### src/design/falling_sand_grid_step_top_macros.svh
// assertion macros shared by the falling sand grid step design
// included by modules that carry concurrent checks; depends on nothing else
`ifndef FALLING_SAND_GRID_STEP_TOP_MACROS_SVH
`define FALLING_SAND_GRID_STEP_TOP_MACROS_SVH

// same-cycle implication, disabled while reset is asserted
`define FSGS_ASSERT_SAME(lbl, ck, rn, ante, cons, msg) \
    lbl: assert property (@(posedge ck) disable iff (!rn) (ante) |-> (cons)) \
        else $error(msg);

// next-cycle implication, disabled while reset is asserted
`define FSGS_ASSERT_NEXT(lbl, ck, rn, ante, cons, msg) \
    lbl: assert property (@(posedge ck) disable iff (!rn) (ante) |=> (cons)) \
        else $error(msg);

`endif

### src/design/fsgs_pkg.sv
// shared types and constants for the falling sand grid step block
// used by fsgs_ctrl, fsgs_dp and falling_sand_grid_step_top; no dependencies
package fsgs_pkg;

    // grid geometry
    localparam int ROWS  = 64;
    localparam int COLS  = 64;
    localparam int ROW_W = $clog2(ROWS);
    localparam int COL_W = $clog2(COLS);

    // field widths
    localparam int RC_W   = 6;
    localparam int EL_W   = 20;
    localparam int OP_W   = 2;
    localparam int IN_W   = 2 * RC_W + EL_W;
    localparam int OUT_W  = 8;
    localparam int ACC_W  = 21;
    localparam int PER_W  = 20;
    localparam int LFSR_W = 16;
    localparam int K_W    = 2;

    // widened row and column sums for place range checks
    localparam int ROWX_W = ((ROW_W > RC_W) ? ROW_W : RC_W) + 2;
    localparam int COLX_W = RC_W + 2;

    // configuration port
    localparam int CFG_IDX_W  = 2;
    localparam int CFG_DATA_W = 20;

    localparam logic [ACC_W-1:0]  ACC_MAX      = {ACC_W{1'b1}};
    localparam logic [LFSR_W-1:0] SEED_RESET   = LFSR_W'(44257);
    localparam logic [PER_W-1:0]  PERIOD_RESET = PER_W'(50000);
    localparam logic [K_W-1:0]    PLACE_LAST   = K_W'(2);

    typedef enum logic [OP_W-1:0] {
        OP_PLACE   = 2'd0,
        OP_ADVANCE = 2'd1,
        OP_READ    = 2'd2,
        OP_NOP     = 2'd3
    } op_t;

    typedef enum logic [CFG_IDX_W-1:0] {
        REG_PERIOD = 2'd0,
        REG_SEED   = 2'd1
    } cfg_reg_t;

    typedef enum logic [3:0] {
        S_IDLE,
        S_PL_RD,
        S_PL_WR,
        S_RD_RD,
        S_RD_CAP,
        S_ADV,
        S_G_RD0,
        S_G_RD1,
        S_G_LDB,
        S_G_SCAN,
        S_G_WB,
        S_G_LAST,
        S_DONE
    } state_t;

    // controller to datapath commands
    typedef struct packed {
        logic load_in;
        logic place_rd;
        logic place_wr;
        logic read_rd;
        logic read_cap;
        logic adv;
        logic gen_rd0;
        logic gen_rd1;
        logic gen_ldb;
        logic gen_scan;
        logic gen_wb;
        logic gen_last;
        logic push;
    } cmd_t;

    // datapath to controller status
    typedef struct packed {
        logic k_last;
        logic exceed;
        logic last_col;
        logic last_row;
        logic out_free;
    } sts_t;

endpackage

### src/design/fsgs_ctrl.sv
// sequencer for the falling sand grid step block
// depends on fsgs_pkg for state, command and status types
module fsgs_ctrl
(
    input  logic                      clk,
    input  logic                      rst_n,
    input  logic                      s_tvalid,
    output logic                      s_tready,
    input  logic [fsgs_pkg::OP_W-1:0] s_tuser,
    input  fsgs_pkg::sts_t            sts,
    output fsgs_pkg::cmd_t            cmd
);

    fsgs_pkg::state_t state_reg;
    fsgs_pkg::state_t state_next;
    fsgs_pkg::op_t    op;

    assign op       = fsgs_pkg::op_t'(s_tuser);
    assign s_tready = (state_reg == fsgs_pkg::S_IDLE);

    // state register
    always_ff @(posedge clk or negedge rst_n)
    begin
        if (!rst_n)
        begin
            state_reg <= fsgs_pkg::S_IDLE;
        end
        else
        begin
            state_reg <= state_next;
        end
    end

    // next state and commands
    always_comb
    begin
        state_next = state_reg;
        cmd        = '0;
        case (state_reg)
            fsgs_pkg::S_IDLE:
            begin
                if (s_tvalid)
                begin
                    cmd.load_in = 1'b1;
                    case (op)
                        fsgs_pkg::OP_PLACE:   state_next = fsgs_pkg::S_PL_RD;
                        fsgs_pkg::OP_ADVANCE: state_next = fsgs_pkg::S_ADV;
                        fsgs_pkg::OP_READ:    state_next = fsgs_pkg::S_RD_RD;
                        default:              state_next = fsgs_pkg::S_DONE;
                    endcase
                end
            end
            fsgs_pkg::S_PL_RD:
            begin
                cmd.place_rd = 1'b1;
                state_next   = fsgs_pkg::S_PL_WR;
            end
            fsgs_pkg::S_PL_WR:
            begin
                cmd.place_wr = 1'b1;
                state_next   = sts.k_last ? fsgs_pkg::S_DONE : fsgs_pkg::S_PL_RD;
            end
            fsgs_pkg::S_RD_RD:
            begin
                cmd.read_rd = 1'b1;
                state_next  = fsgs_pkg::S_RD_CAP;
            end
            fsgs_pkg::S_RD_CAP:
            begin
                cmd.read_cap = 1'b1;
                state_next   = fsgs_pkg::S_DONE;
            end
            fsgs_pkg::S_ADV:
            begin
                cmd.adv    = 1'b1;
                state_next = sts.exceed ? fsgs_pkg::S_G_RD0 : fsgs_pkg::S_DONE;
            end
            fsgs_pkg::S_G_RD0:
            begin
                cmd.gen_rd0 = 1'b1;
                state_next  = fsgs_pkg::S_G_RD1;
            end
            fsgs_pkg::S_G_RD1:
            begin
                cmd.gen_rd1 = 1'b1;
                state_next  = fsgs_pkg::S_G_LDB;
            end
            fsgs_pkg::S_G_LDB:
            begin
                cmd.gen_ldb = 1'b1;
                state_next  = fsgs_pkg::S_G_SCAN;
            end
            fsgs_pkg::S_G_SCAN:
            begin
                cmd.gen_scan = 1'b1;
                if (sts.last_col)
                begin
                    state_next = fsgs_pkg::S_G_WB;
                end
            end
            fsgs_pkg::S_G_WB:
            begin
                cmd.gen_wb = 1'b1;
                state_next = sts.last_row ? fsgs_pkg::S_G_LAST : fsgs_pkg::S_G_SCAN;
            end
            fsgs_pkg::S_G_LAST:
            begin
                cmd.gen_last = 1'b1;
                state_next   = fsgs_pkg::S_DONE;
            end
            fsgs_pkg::S_DONE:
            begin
                if (sts.out_free)
                begin
                    cmd.push   = 1'b1;
                    state_next = fsgs_pkg::S_IDLE;
                end
            end
            default:
            begin
                state_next = fsgs_pkg::S_IDLE;
            end
        endcase
    end

endmodule

### config.mk
export PLATFORM = sky130hd
export DESIGN_NAME = fsgs_ctrl
export DESIGN_NICKNAME = d
export VERILOG_FILES = /design/src/design/falling_sand_grid_step_top_macros.svh /design/src/design/fsgs_pkg.sv /design/src/design/fsgs_ctrl.sv
export SDC_FILE = /design/constraint.sdc
export NUM_CORES = 1
export LEC_CHECK = 0
export BUFFER_PORTS_ARGS = -buffer_cell sky130_fd_sc_hd__buf_2
export CAP_MARGIN = 15
export CORE_AREA = 2 2 39 41
export CTS_CLUSTER_DIAMETER = 120
export CTS_CLUSTER_SIZE = 16
export DETAILED_ROUTE_END_ITERATION = 12
export DIE_AREA = 0 0 41 43
export HOLD_SLACK_MARGIN = 0.06
export PLACE_DENSITY = 0.73
export SETUP_SLACK_MARGIN = 0.5
export SLEW_MARGIN = 5
export SYNTH_ARGS = -nofsm -noshare
export SYNTH_HDL_FRONTEND = slang
export SYNTH_SLANG_ARGS = --single-unit
### constraint.sdc
create_clock -name clk -period 2.4 [get_ports clk]
set_input_delay 0.48 -clock clk [delete_from_list [all_inputs] [get_ports clk]]
set_output_delay 0.48 -clock clk [all_outputs]
set_load 0.01 [all_outputs]
* After elaboration in Yosys (flattened, before gate mapping) *
Index checks and enable logic that the tools add are counted.

storage, ports and cells
  bits in registers = 4
  bits of input ports = 10
  output and inout port bits = 14
  logic and storage cells = 45

operators by class
  equality and inequality tests = 17
  multiplexer cells = 23
  reduce and logical (&&, ||, !) cells = 4

operators with widths
  cell                                                              number
  4-bit one-hot mux with 12 select lines                            1
  4-bit == test (second input constant)                             5
  4-bit two-way mux                                                 5
  4-bit by 3-bit == test with 1-bit output (second input constant)  4
  1-bit two-way mux                                                 15
  4-bit one-hot mux with 3 select lines                             1
  4-bit by 2-bit == test with 1-bit output (second input constant)  2
  2-bit != test (second input constant)                             3
  4-bit by 1-bit == test with 1-bit output (second input constant)  1
  4-bit zero test                                                   1
  3-bit AND reduction                                               1
  2-bit by 1-bit == test with 1-bit output (second input constant)  1
  2-bit == test (second input constant)                             1
  2-bit zero test                                                   1
  2-bit two-way mux                                                 1
  2-bit OR reduction                                                1

* Longest topological paths before layout *
Gate-level depths: netlist (run 1).

  depth in word-level cells = 4
  mapped depth = 5
  mapped depth without buffers = 4

* Worst setup path after synthesis (run 1) *
No wires, ideal clock.

  kind = register to output
  start = register state_reg[0]
  end = output cmd[12] in the netlist's numbering
  arrival = 1221 ps
  required time = 1920 ps
  slack = 699 ps
  cell stages (with the launch flop) = 4
  path buffers = 0
  cells stage by stage = dfrtp_1 > or4_4 > inv_2 > and2_1

RTL lines
  element                 line             source
  start, declared         fsgs_ctrl.sv:14  fsgs_pkg::state_t state_reg;
  start signal, assigned  fsgs_ctrl.sv:26  state_reg <= fsgs_pkg::S_IDLE;
  start signal, assigned  fsgs_ctrl.sv:30  state_reg <= state_next;
  end, declared           fsgs_ctrl.sv:11  output fsgs_pkg::cmd_t cmd

==> results of run 1 <==
-- worst min-delay path by stage --
stage | from | end | slack (ps) | depth (start not counted)
after floorplan | rst_n | state_reg[0] | 180 | 0
after global placement | rst_n | state_reg[2] | 280 | 1
after detailed placement | rst_n | state_reg[2] | 290 | 1
after CTS | sts[2] | state_reg[0] | 450 | 2
after global routing | sts[2] | state_reg[0] | 480 | 2
final | sts[2] | state_reg[0] | 450 | 2
-- what timing repair did --
action                                 CTS  global route
setup buffers                            7             0
endpoints found under the hold margin    4             0
resized for setup                        4             4
pin swaps                                2             1
hold buffers                             1             0
setup endpoints to repair                3             4
-- metal layers --
metal	share of wire [%]	up-vias	wire, um	global-route usage, %
met5	0	-	0	0
met2	47	26	648	28.7
met3	6.0	3	83	2.09
met4	1.7	0	23	10.0
li1	-	291	-	-
met1	46	256	631	22.2
-- metrics by stage --
step | util, % | cells
after floorplan | - | 63
after global placement | 40.7 | 98
after detailed placement | 40.7 | 98
after CTS | 47.2 | 109
after global routing | 48.1 | 109
final | 48.1 | 109
-- cells by family (layout without fill, tap and decap cells) --
| kind of cell | after synthesis | in the layout | share of synthesized area, % |
|---|---|---|---|
| buffers and inverters | 10 | 40 | 8.99 |
| AOI/OAI and AO/OA | 19 | 19 | 29.5 |
| and+or+nand+nor | 30 | 30 | 39.0 |
| DFF | 4 | 4 | 22.5 |
-- power by group --
part           total [W]  internal, W  switching [W]
clock network  0.0000872    0.0000562      0.0000310
registers       0.000122     0.000105      0.0000172
logic           0.000617     0.000269       0.000348
-- cell type report --
cell class	count	area [um^2]
clock buffers	3	22.5
fillers	155	718
inverters	6	22.5
multi-input cells	49	318
flip-flops and latches	4	105
well taps	16	20.0
repair buffers	31	178
-- placed cells by master (no fill, tap or decap) --
master / instances
a311oi_1: 1
buf_4: 7
inv_1: 5
inv_2: 1
nor2_1: 7
nand2_1: 1
clkbuf_4: 3
a21oi_1: 7
nor3_2: 1
a31oi_1: 1
nand2b_1: 4
nor3b_2: 1
o21ai_0: 1
o21ai_1: 1
o22ai_1: 1
o32ai_1: 1
o311ai_0: 1
nand3_1: 1
and2_1: 1
nand3b_1: 2
a41oi_1: 1
or4_4: 1
dlygate4sd3_1: 1
nor3_1: 6
o22ai_2: 1
o211ai_1: 2
dfrtp_2: 4
buf_2: 23
o2111a_1: 1
nor3b_1: 2
nand2b_2: 3
==> results.md, run 1 <==
- First-pass GRT wire length: ~2100 um
- Ys Warns: 0
- Worst Skew: 6.43 ps
- Period minus WS final: approximately 2000 ps
- Seq/Total Area, Yosys: 22.5%
- CTS root buffer: clkbuf_4
- Total power: 0.000826 W
- Slew Limit Fails: 0
- Routability congestion estimate: around 0.86
- Via count: 576
- Slew @ Worst Pin: 333 ps
- Status: finished, final reports clean
- Post-DRT Antenna Nets: 0
- First-pass DRT Iterations: 4
- EDFF count, synth: 0
- Post-synth top area share: 22.5%
- Die height: between 40 and 50 um
- DRC: 0
- Clock Path Buffers: 2
- Worst path bufs/invs: 2
- Reg2reg path depth: 5
- Largest register FFs: 4
- Htree depth: 1
- Synthesized Nets: 73
- Cell area power density: 1240 nW/um^2
- Critical path origin: state_reg[3]
- Worst r2r dst: state_reg[3]
- Top post-synthesis cells by area: dfrtp_1 (22%), nand2b_1 (9.8%), a21oi_1 (7.9%), nor3_1 (7.9%), nor2_1 (5.9%)
- Peak VDD IR: around 0.0007 V
- Vias in the first global route: 508
- Crit path to: cmd[12]
- Area grow syn2layout: 49.4%
- Worst r2r src: state_reg[1]
- Starting Density: between 30 and 40%
- Via/cell ratio: 5.28
- Static Leak: 0.318 nW
- Grt ovf: 0
- Worst setup slack after layout: 450 ps
- WP depth: 4
- Crit path required time: 1920 ps
- Register bit total from synthesis: 4
- FFs w/ async S/R, synth: 100%
- CP delay by family, top: simple AND/OR/NAND/NOR gates
- Fmax: 513 MHz
- Setup CP Type: reg -> out
- Cell row count: 14
- Library cells used by synthesis: 27
- CTS tree: yes
- Final nets: 105
- Total core area: ~1400 um^2
- Setup_tns: 0 ps
- Routed len/inst: around 13 um
- Top FF cell, synth: dfrtp_1
- Clock tree sinks: 4
- Setup crit end kind: primary output
- CP Max Fanout: 3
- Setup violators final: 0
- N_diodes: 0
- Cell count after synthesis: 63
- Detail Placement HPWL: 921 um
- Number of port buffers: 23
- Total CTS buffers: 3
- Slew HR: between 70% and 80%
- IO Pins: 24
- DP Worst Slack: 501 ps
- Max-cap violations: 0
- Sequence of cells on the critical path: or4_4, inv_2, and2_1, buf_2
- DRT iter0 DRCs: 7
- GRT Total Usage: 18.1%
- Endpoints failing hold: 0
- Initial antenna violation count: 0
- R2r setup slk: 770 ps
- Placed inst area: 563 um^2
- WP data arrival: 1470 ps
- Die width: between 40 and 50 um
- Final instance area: about 670 um^2
- Die area: 1760 um^2
- Worst hold slack: 452 ps
- Setup repair after global routing missed its margin: yes
- Syn Area/Cell: 7.07 um^2
- Largest net degree at the start of global routing: 15
- Cell area after synthesis: 445 um^2
- Fraction of layout cells with a size suffix above 1: about half
- Most frequent cells after synthesis: a21oi_1 (7), nand2b_1 (7), nor2_1 (7), nor3_1 (7), inv_1 (5)
- Clock slew at reported path FFs: 40 ps
- Worst-Skew Late Latency: 240 ps
- Post-synth top area cell: dfrtp_1
- Slowest-stage cell, CP: or4_4
- Critical Path Max Stage Delay: 540 ps
- Total Wirelength: 1390 um
- Worst setup SP type: flip-flop
- Hold crit path type: in -> reg
- Period utilisation layout: approximately 81%
(Power assumes the default switching activity.)
==> inputs of run 2 (changes only) <==
--- a/config.mk
+++ b/config.mk
@@ -13,7 +13,7 @@
 export DETAILED_ROUTE_END_ITERATION = 12
 export DIE_AREA = 0 0 41 43
 export HOLD_SLACK_MARGIN = 0.06
-export PLACE_DENSITY = 0.73
+export PLACE_DENSITY = 0.75
 export SETUP_SLACK_MARGIN = 0.5
 export SLEW_MARGIN = 5
 export SYNTH_ARGS = -nofsm -noshare
==> constraint.sdc (replaced) <==
create_clock -name clk -period 1.7 [get_ports clk]
set_input_delay 0.34 -clock clk [delete_from_list [all_inputs] [get_ports clk]]
set_output_delay 0.34 -clock clk [all_outputs]
set_load 0.01 [all_outputs]
==> run 2 against run 1 <==
Against the previous run: the flow now finishes with violations (setup timing); wire length up 20%; sequential share of layout area shrank 4.7 points; setup slack worse by 550 ps; utilization up 17 points; design area is 36% higher; sequential cell count unchanged; non-clock buffer count grew 13; final cell count grew 12%; critical path depth unchanged; sequential power is 37% higher; largest power group unchanged; clock skew is 5.4 ps lower.
==> results.md, run 2 (synthesis results as in run 1) <==
- Setup violators final: 4 (was 0)
- Critical Path Max Stage Delay: 560 ps (was 540 ps)
- Endpoints failing hold: 0 (unchanged)
- Largest net degree at the start of global routing: 16 (was 15)
- Clock Path Buffers: 2 (unchanged)
- Final instance area: 903 um^2 (was 666 um^2)
- Total CTS buffers: 3 (unchanged)
- Largest register FFs: 4 (unchanged)
- Status: finished with violations (was finished, final reports clean)
- Slew @ Worst Pin: 383 ps (was 333 ps)
- Max-cap violations: 0 (unchanged)
- CP delay by family, top: simple AND/OR/NAND/NOR gates (unchanged)
- Clock slew at reported path FFs: 40 ps (about the same)
- Slowest-stage cell, CP: or4_4 (unchanged)
- Sequential fraction of design power: 9.9% (was 14.8%)
- Sequence of cells on the critical path: or4_4, inv_4, and2_4, buf_6 (was or4_4, inv_2, and2_1, buf_2)
- Die area: 1760 um^2 (unchanged)
- Post-DRT Antenna Nets: 0 (unchanged)
- Clk pwr share: 6.7% (was 10.5%)
- Worst-Skew Late Latency: 230 ps (was 240 ps)
- IO Pins: 24 (unchanged)
- Failing checks: setup timing
- Cell row count: 14 (unchanged)
- Setup CP Type: reg -> out (unchanged)
- Final nets: 118 (was 105)
- Worst Skew: 1.07 ps (was 6.43 ps)
- Via/cell ratio: 5.27 (was 5.28)
- Slew HR: 74.4% (was 77.5%)
- Worst hold slack: 359 ps (was 452 ps)
- Placed inst area: 633 um^2 (was 563 um^2)
- Static Leak: 0.439 nW (was 0.318 nW)
- Most common cell after layout, fill and taps aside: buf_2 (unchanged)
- Setup repair after global routing missed its margin: yes (unchanged)
- Total core area: 1380 um^2 (unchanged)
- First-pass DRT Iterations: 4 (unchanged)
- Fraction of layout cells with a size suffix above 1: 67.0% (was 48.4%)
- Number of port buffers: 23 (unchanged)
- Die width: 41 um (unchanged)
- CTS root buffer: clkbuf_4 (unchanged)
- Total power: 0.00169 W (was 0.000826 W)
- GRT Total Usage: 19.9% (was 18.1%)
- Detail Placement HPWL: 952 um (was 921 um)
- Starting Density: 32.2% (unchanged)
- Routability congestion estimate: 0.822 (was 0.858)
- Net Sw Power: 0.000748 W (was 0.000396 W)
- Setup_tns: -265 ps (was 0 ps)
- Htree depth: 1 (unchanged)
- Sw Ratio: 44.3% (was 48.0%)
- DRT iter0 DRCs: 12 (was 7)
- Peak VDD IR: 0.00126 V (was 0.000698 V)
- Vias in the first global route: 588 (was 508)
- N_diodes: 0 (unchanged)
- Routed len/inst: 13.6 um (was 12.7 um)
- Grt ovf: 0 (unchanged)
- CP Max Fanout: 3 (unchanged)
- Worst path bufs/invs: 2 (unchanged)
- Crit path required time: 1360 ps (was 1920 ps)
- WP data arrival: 1460 ps (was 1470 ps)
- Die height: 43 um (unchanged)
- Period minus WS final: 1800 ps
- First-pass GRT wire length: 2420 um (was 2110 um)
- Setup crit end kind: primary output (unchanged)
- Most frequent cells in the layout: buf_2 (21), buf_4 (14), a21oi_1 (7), buf_6 (7), nor3_2 (6) (was buf_2 (23), nor2_1 (7), a21oi_1 (7), buf_4 (7), nor3_1 (6))
- DRC: 0 (unchanged)
- Via count: 643 (was 576)
- Slew Limit Fails: 0 (unchanged)
- DP Worst Slack: 112 ps (was 501 ps)
- Fmax: 555 MHz
- Clock tree sinks: 4 (unchanged)
- Area grow syn2layout: 103% (was 49.4%)
- Comb power frac: 83.4% (was 74.7%)
- Worst setup SP type: flip-flop (unchanged)
- CTS tree: yes (unchanged)
- Total Wirelength: 1660 um (was 1390 um)
- Initial antenna violation count: 0 (unchanged)
- Cell area power density: 1870 nW/um^2 (was 1240 nW/um^2)
- Period utilisation layout: 106%
- Pint: 0.000942 W (was 0.000430 W)
- Worst setup slack after layout: -101 ps (was 450 ps)
- Hold crit path type: in -> reg (unchanged)
-- run 2: cell types whose count changed in the layout (fill, tap and decap cells not counted), sizes merged --
cell      previous run  this run
clkinvlp             0         1
inv                  6         5
buf                 30        43
-- run 2: path summary, 6_finish.rpt --
path / end / cells past startpoint / from / slack, ps
min in group asynchronous: state_reg[0] / 2 / rst_n / 450
min reg2reg: state_reg[0] / 3 / state_reg[3] / 790
max: cmd[12] / 4 / state_reg[2] / -100
min: state_reg[0] / 2 / sts[2] / 360
max in group asynchronous: state_reg[1] / 2 / rst_n / 1130
max reg2reg: state_reg[0] / 7 / state_reg[2] / -70
-- run 2: repair_timing --
item                                   CTS  global route
hold buffers                             1             0
endpoints found under the hold margin    4             0
setup endpoints to repair               18            18
pin swaps                                2             1
setup buffers                            9             7
resized for setup                       21             7
-- run 2: final cells by class --
class,count,area [um^2]
clock buffers,3,22.5
multi-input cells,49,418
fillers,130,480
repair buffers,44,314
inverters,6,28.8
flip-flops and latches,4,100
well taps,16,20.0
-- run 2: stage by stage --
step	utilization, %	std cells
after floorplan	-	63
after global placement	45.8	102
after detailed placement	45.8	102
after CTS	59.9	115
after global routing	65.3	122
final	65.3	122
-- run 2: power by group through the flow --
stage / Combinational [W] / Clock (W) / Sequential (W)
floorplan: 0.000601 / 0 / 0.000181
detailed placement: 0.000847 / 0 / 0.000162
global route: 0.00151 / 0.000124 / 0.000173
global placement: 0.000827 / 0 / 0.000162
finish: 0.00141 / 0.000113 / 0.000167
CTS: 0.00124 / 0.000118 / 0.000164
-- run 2: routing by layer --
layer	share of wire (%)	up-vias	GRT usage, %
met3	7.8	2	4.19
met4	0.60	0	12.7
met2	52	34	31.3
li1	-	316	-
met1	39	291	22.8
met5	0	-	0
==> inputs of run 3 (changes only) <==
==> constraint.sdc (replaced) <==
create_clock -name clk -period 1.4 [get_ports clk]
set_input_delay 0.28 -clock clk [delete_from_list [all_inputs] [get_ports clk]]
set_output_delay 0.28 -clock clk [all_outputs]
set_load 0.01 [all_outputs]
==> run 3 against run 2 <==
Against the previous run: the flow still finishes with violations (setup timing); critical endpoint unchanged; sequential cell count stayed put; sequential power is 22% higher; clock skew is 4.2 ps higher; die area unchanged; critical path depth is the same; hold slack got worse by 85 ps; final cell count rose by 9.0%; highest routed layer unchanged; design area rose by 13%; power up 37%.
==> results.md, run 3 (synthesis results as in run 1) <==
- CTS tree: yes (unchanged)
- Busiest grt layer: met2 (unchanged)
- Die area: 1760 um^2 (unchanged)
- First-pass DRT Iterations: 4 (unchanged)
- Fmax: 578 MHz
- Total core area: 1380 um^2 (unchanged)
- Worst setup SP type: flip-flop (unchanged)
- Met2 GRT Util: 36.6% (was 31.3%)
- Setup violators final: 18 (was 4)
- DRT iter0 DRCs: 8 (was 12)
- Htree depth: 1 (unchanged)
- Routability congestion estimate: 0.839 (was 0.822)
- Via/cell ratio: 5.29 (was 5.27)
- Most common cell after layout, fill and taps aside: buf_2 (unchanged)
- Fraction of layout cells with a size suffix above 1: 70.9% (was 67.0%)
- Fin cells: 133 (was 122)
- Worst hold path startpoint: sts[2] (unchanged)
- IO Pins: 24 (unchanged)
- DRC: 0 (unchanged)
- CTS root buffer: clkbuf_4 (unchanged)
- Worst Skew: 5.27 ps (was 1.07 ps)
- Most frequent cells in the layout: buf_2 (21), buf_4 (20), buf_6 (13), a21oi_1 (6) (was buf_2 (21), buf_4 (14), a21oi_1 (7), buf_6 (7), nor3_2 (6))
- Slew Limit Fails: 0 (unchanged)
- Worst setup slack after layout: -331 ps (was -101 ps)
- Vias in the first global route: 614 (was 588)
- Die width: 41 um (unchanged)
- Number of port buffers: 23 (unchanged)
- Peak VDD IR: 0.00145 V (was 0.00126 V)
- Met1 GRT Util: 25.7% (was 22.8%)
- Total CTS buffers: 3 (unchanged)
- Clock slew at reported path FFs: 40 ps (about the same)
- Area grow syn2layout: 130% (was 103%)
- WP data arrival: 1450 ps (was 1460 ps)
- Failing checks: setup timing (unchanged)
- Post-DRT Antenna Nets: 0 (unchanged)
- Period minus WS final: between 1500 and 2000 ps
- Final nets: 129 (was 118)
- Starting Density: 32.2% (unchanged)
- Setup CP Type: reg -> out (unchanged)
- GRT Total Usage: 21.9% (was 19.9%)
- Via count: 703 (was 643)
- Cell row count: 14 (unchanged)
- Largest net degree at the start of global routing: 10 (was 16)
- Placed inst area: 717 um^2 (was 633 um^2)
- Hold crit path type: in -> reg (unchanged)
- Clock Path Buffers: 2 (unchanged)
- Worst hold slack: 273 ps (was 359 ps)
- Clock tree sinks: 4 (unchanged)
- Static Leak: 0.488 nW (was 0.439 nW)
- Final instance area: 1020 um^2 (was 903 um^2)
- Setup repair after global routing missed its margin: yes (unchanged)
- First-pass GRT wire length: 2590 um (was 2420 um)
- Largest register FFs: 4 (unchanged)
- R2r setup slk: -250 ps (was -70 ps)
- N_diodes: 0 (unchanged)
- Met3 usage: 3.66% (was 4.19%)
- Setup crit end kind: primary output (unchanged)
- Crit path required time: 1120 ps (was 1360 ps)
- Critical path origin: state_reg[2] (unchanged)
- Initial antenna violation count: 0 (unchanged)
- Die height: 43 um (unchanged)
- Grt ovf: 0 (unchanged)
- Endpoints failing hold: 0 (unchanged)
- Total Wirelength: 1870 um (was 1660 um)
- Detail Placement HPWL: 1070 um (was 952 um)
- Max-cap violations: 0 (unchanged)
- Period utilisation layout: 124%
- Placed cells: 108 (was 102)
- Status: finished with violations (unchanged)
- Worst-Skew Late Latency: 240 ps (was 230 ps)
- Routed len/inst: 14.1 um (was 13.6 um)
- CP Max Fanout: 3 (unchanged)
- Slew @ Worst Pin: 382 ps (was 383 ps)
- Cell area power density: 2260 nW/um^2 (was 1870 nW/um^2)
- Slew HR: 74.4% (about the same)
- Worst r2r src: state_reg[2] (unchanged)
run 3: stage by stage:
step	util, %	setup TNS, ps	power [W]	setup WS [ps]
6_report	74.0	-3130	0.00231	-331
5_1_grt	74.0	-4310	0.00247	-380
4_1_cts	66.9	-2230	0.00205	-335
3_5_place_dp	51.8	-362	0.00144	-139
3_3_place_gp	51.8	-273	0.00142	-96.6
2_1_floorplan	-	-62.0	0.00107	-62.0
run 3: worst max-delay path, cell delays in order, from the launching register on:
cell and delay [ps]:
dfrtp_1 370, or4_4 560, inv_4 70, and2_4 130, buf_6 90
run 3: final timing paths:
path,to,cells past startpoint
max,cmd[12],4
min,state_reg[0],2
max reg2reg,state_reg[0],6
min reg2reg,state_reg[0],4
max in group asynchronous,state_reg[2],2
min in group asynchronous,state_reg[3],2
run 3: power breakdown:
group / switching (W) / leakage, nW / internal (W)
combinational: 0.000933 / 0.424 / 0.00103
clock: 0.0000469 / 0.0138 / 0.0000959
sequential: 0.0000311 / 0.0503 / 0.000171
total: 0.00101 / 0.488 / 0.00130
run 3: repair_timing:
item / CTS / global route
gates resized for setup: 18 / 7
endpoints found under the hold margin: 4 / 0
setup buffers: 12 / 9
pin swaps: 2 / 7
hold buffers: 1 / 0
endpoints found under the setup margin: 18 / 18
run 3: final cells by class:
| cell class | instances | area [um^2] |
|---|---|---|
| fillers | 96 | 360 |
| clock buffers | 3 | 22.5 |
| multi-input cells | 49 | 440 |
| well taps | 16 | 20.0 |
| repair buffers | 55 | 412 |
| flip-flops and latches | 4 | 100 |
| inverters | 6 | 28.8 |
run 3: layer usage:
metal	part of all wire, %	wire, um
met1	38	715
met2	54	1010
met3	5.4	102
met4	2.2	41
met5	0	0
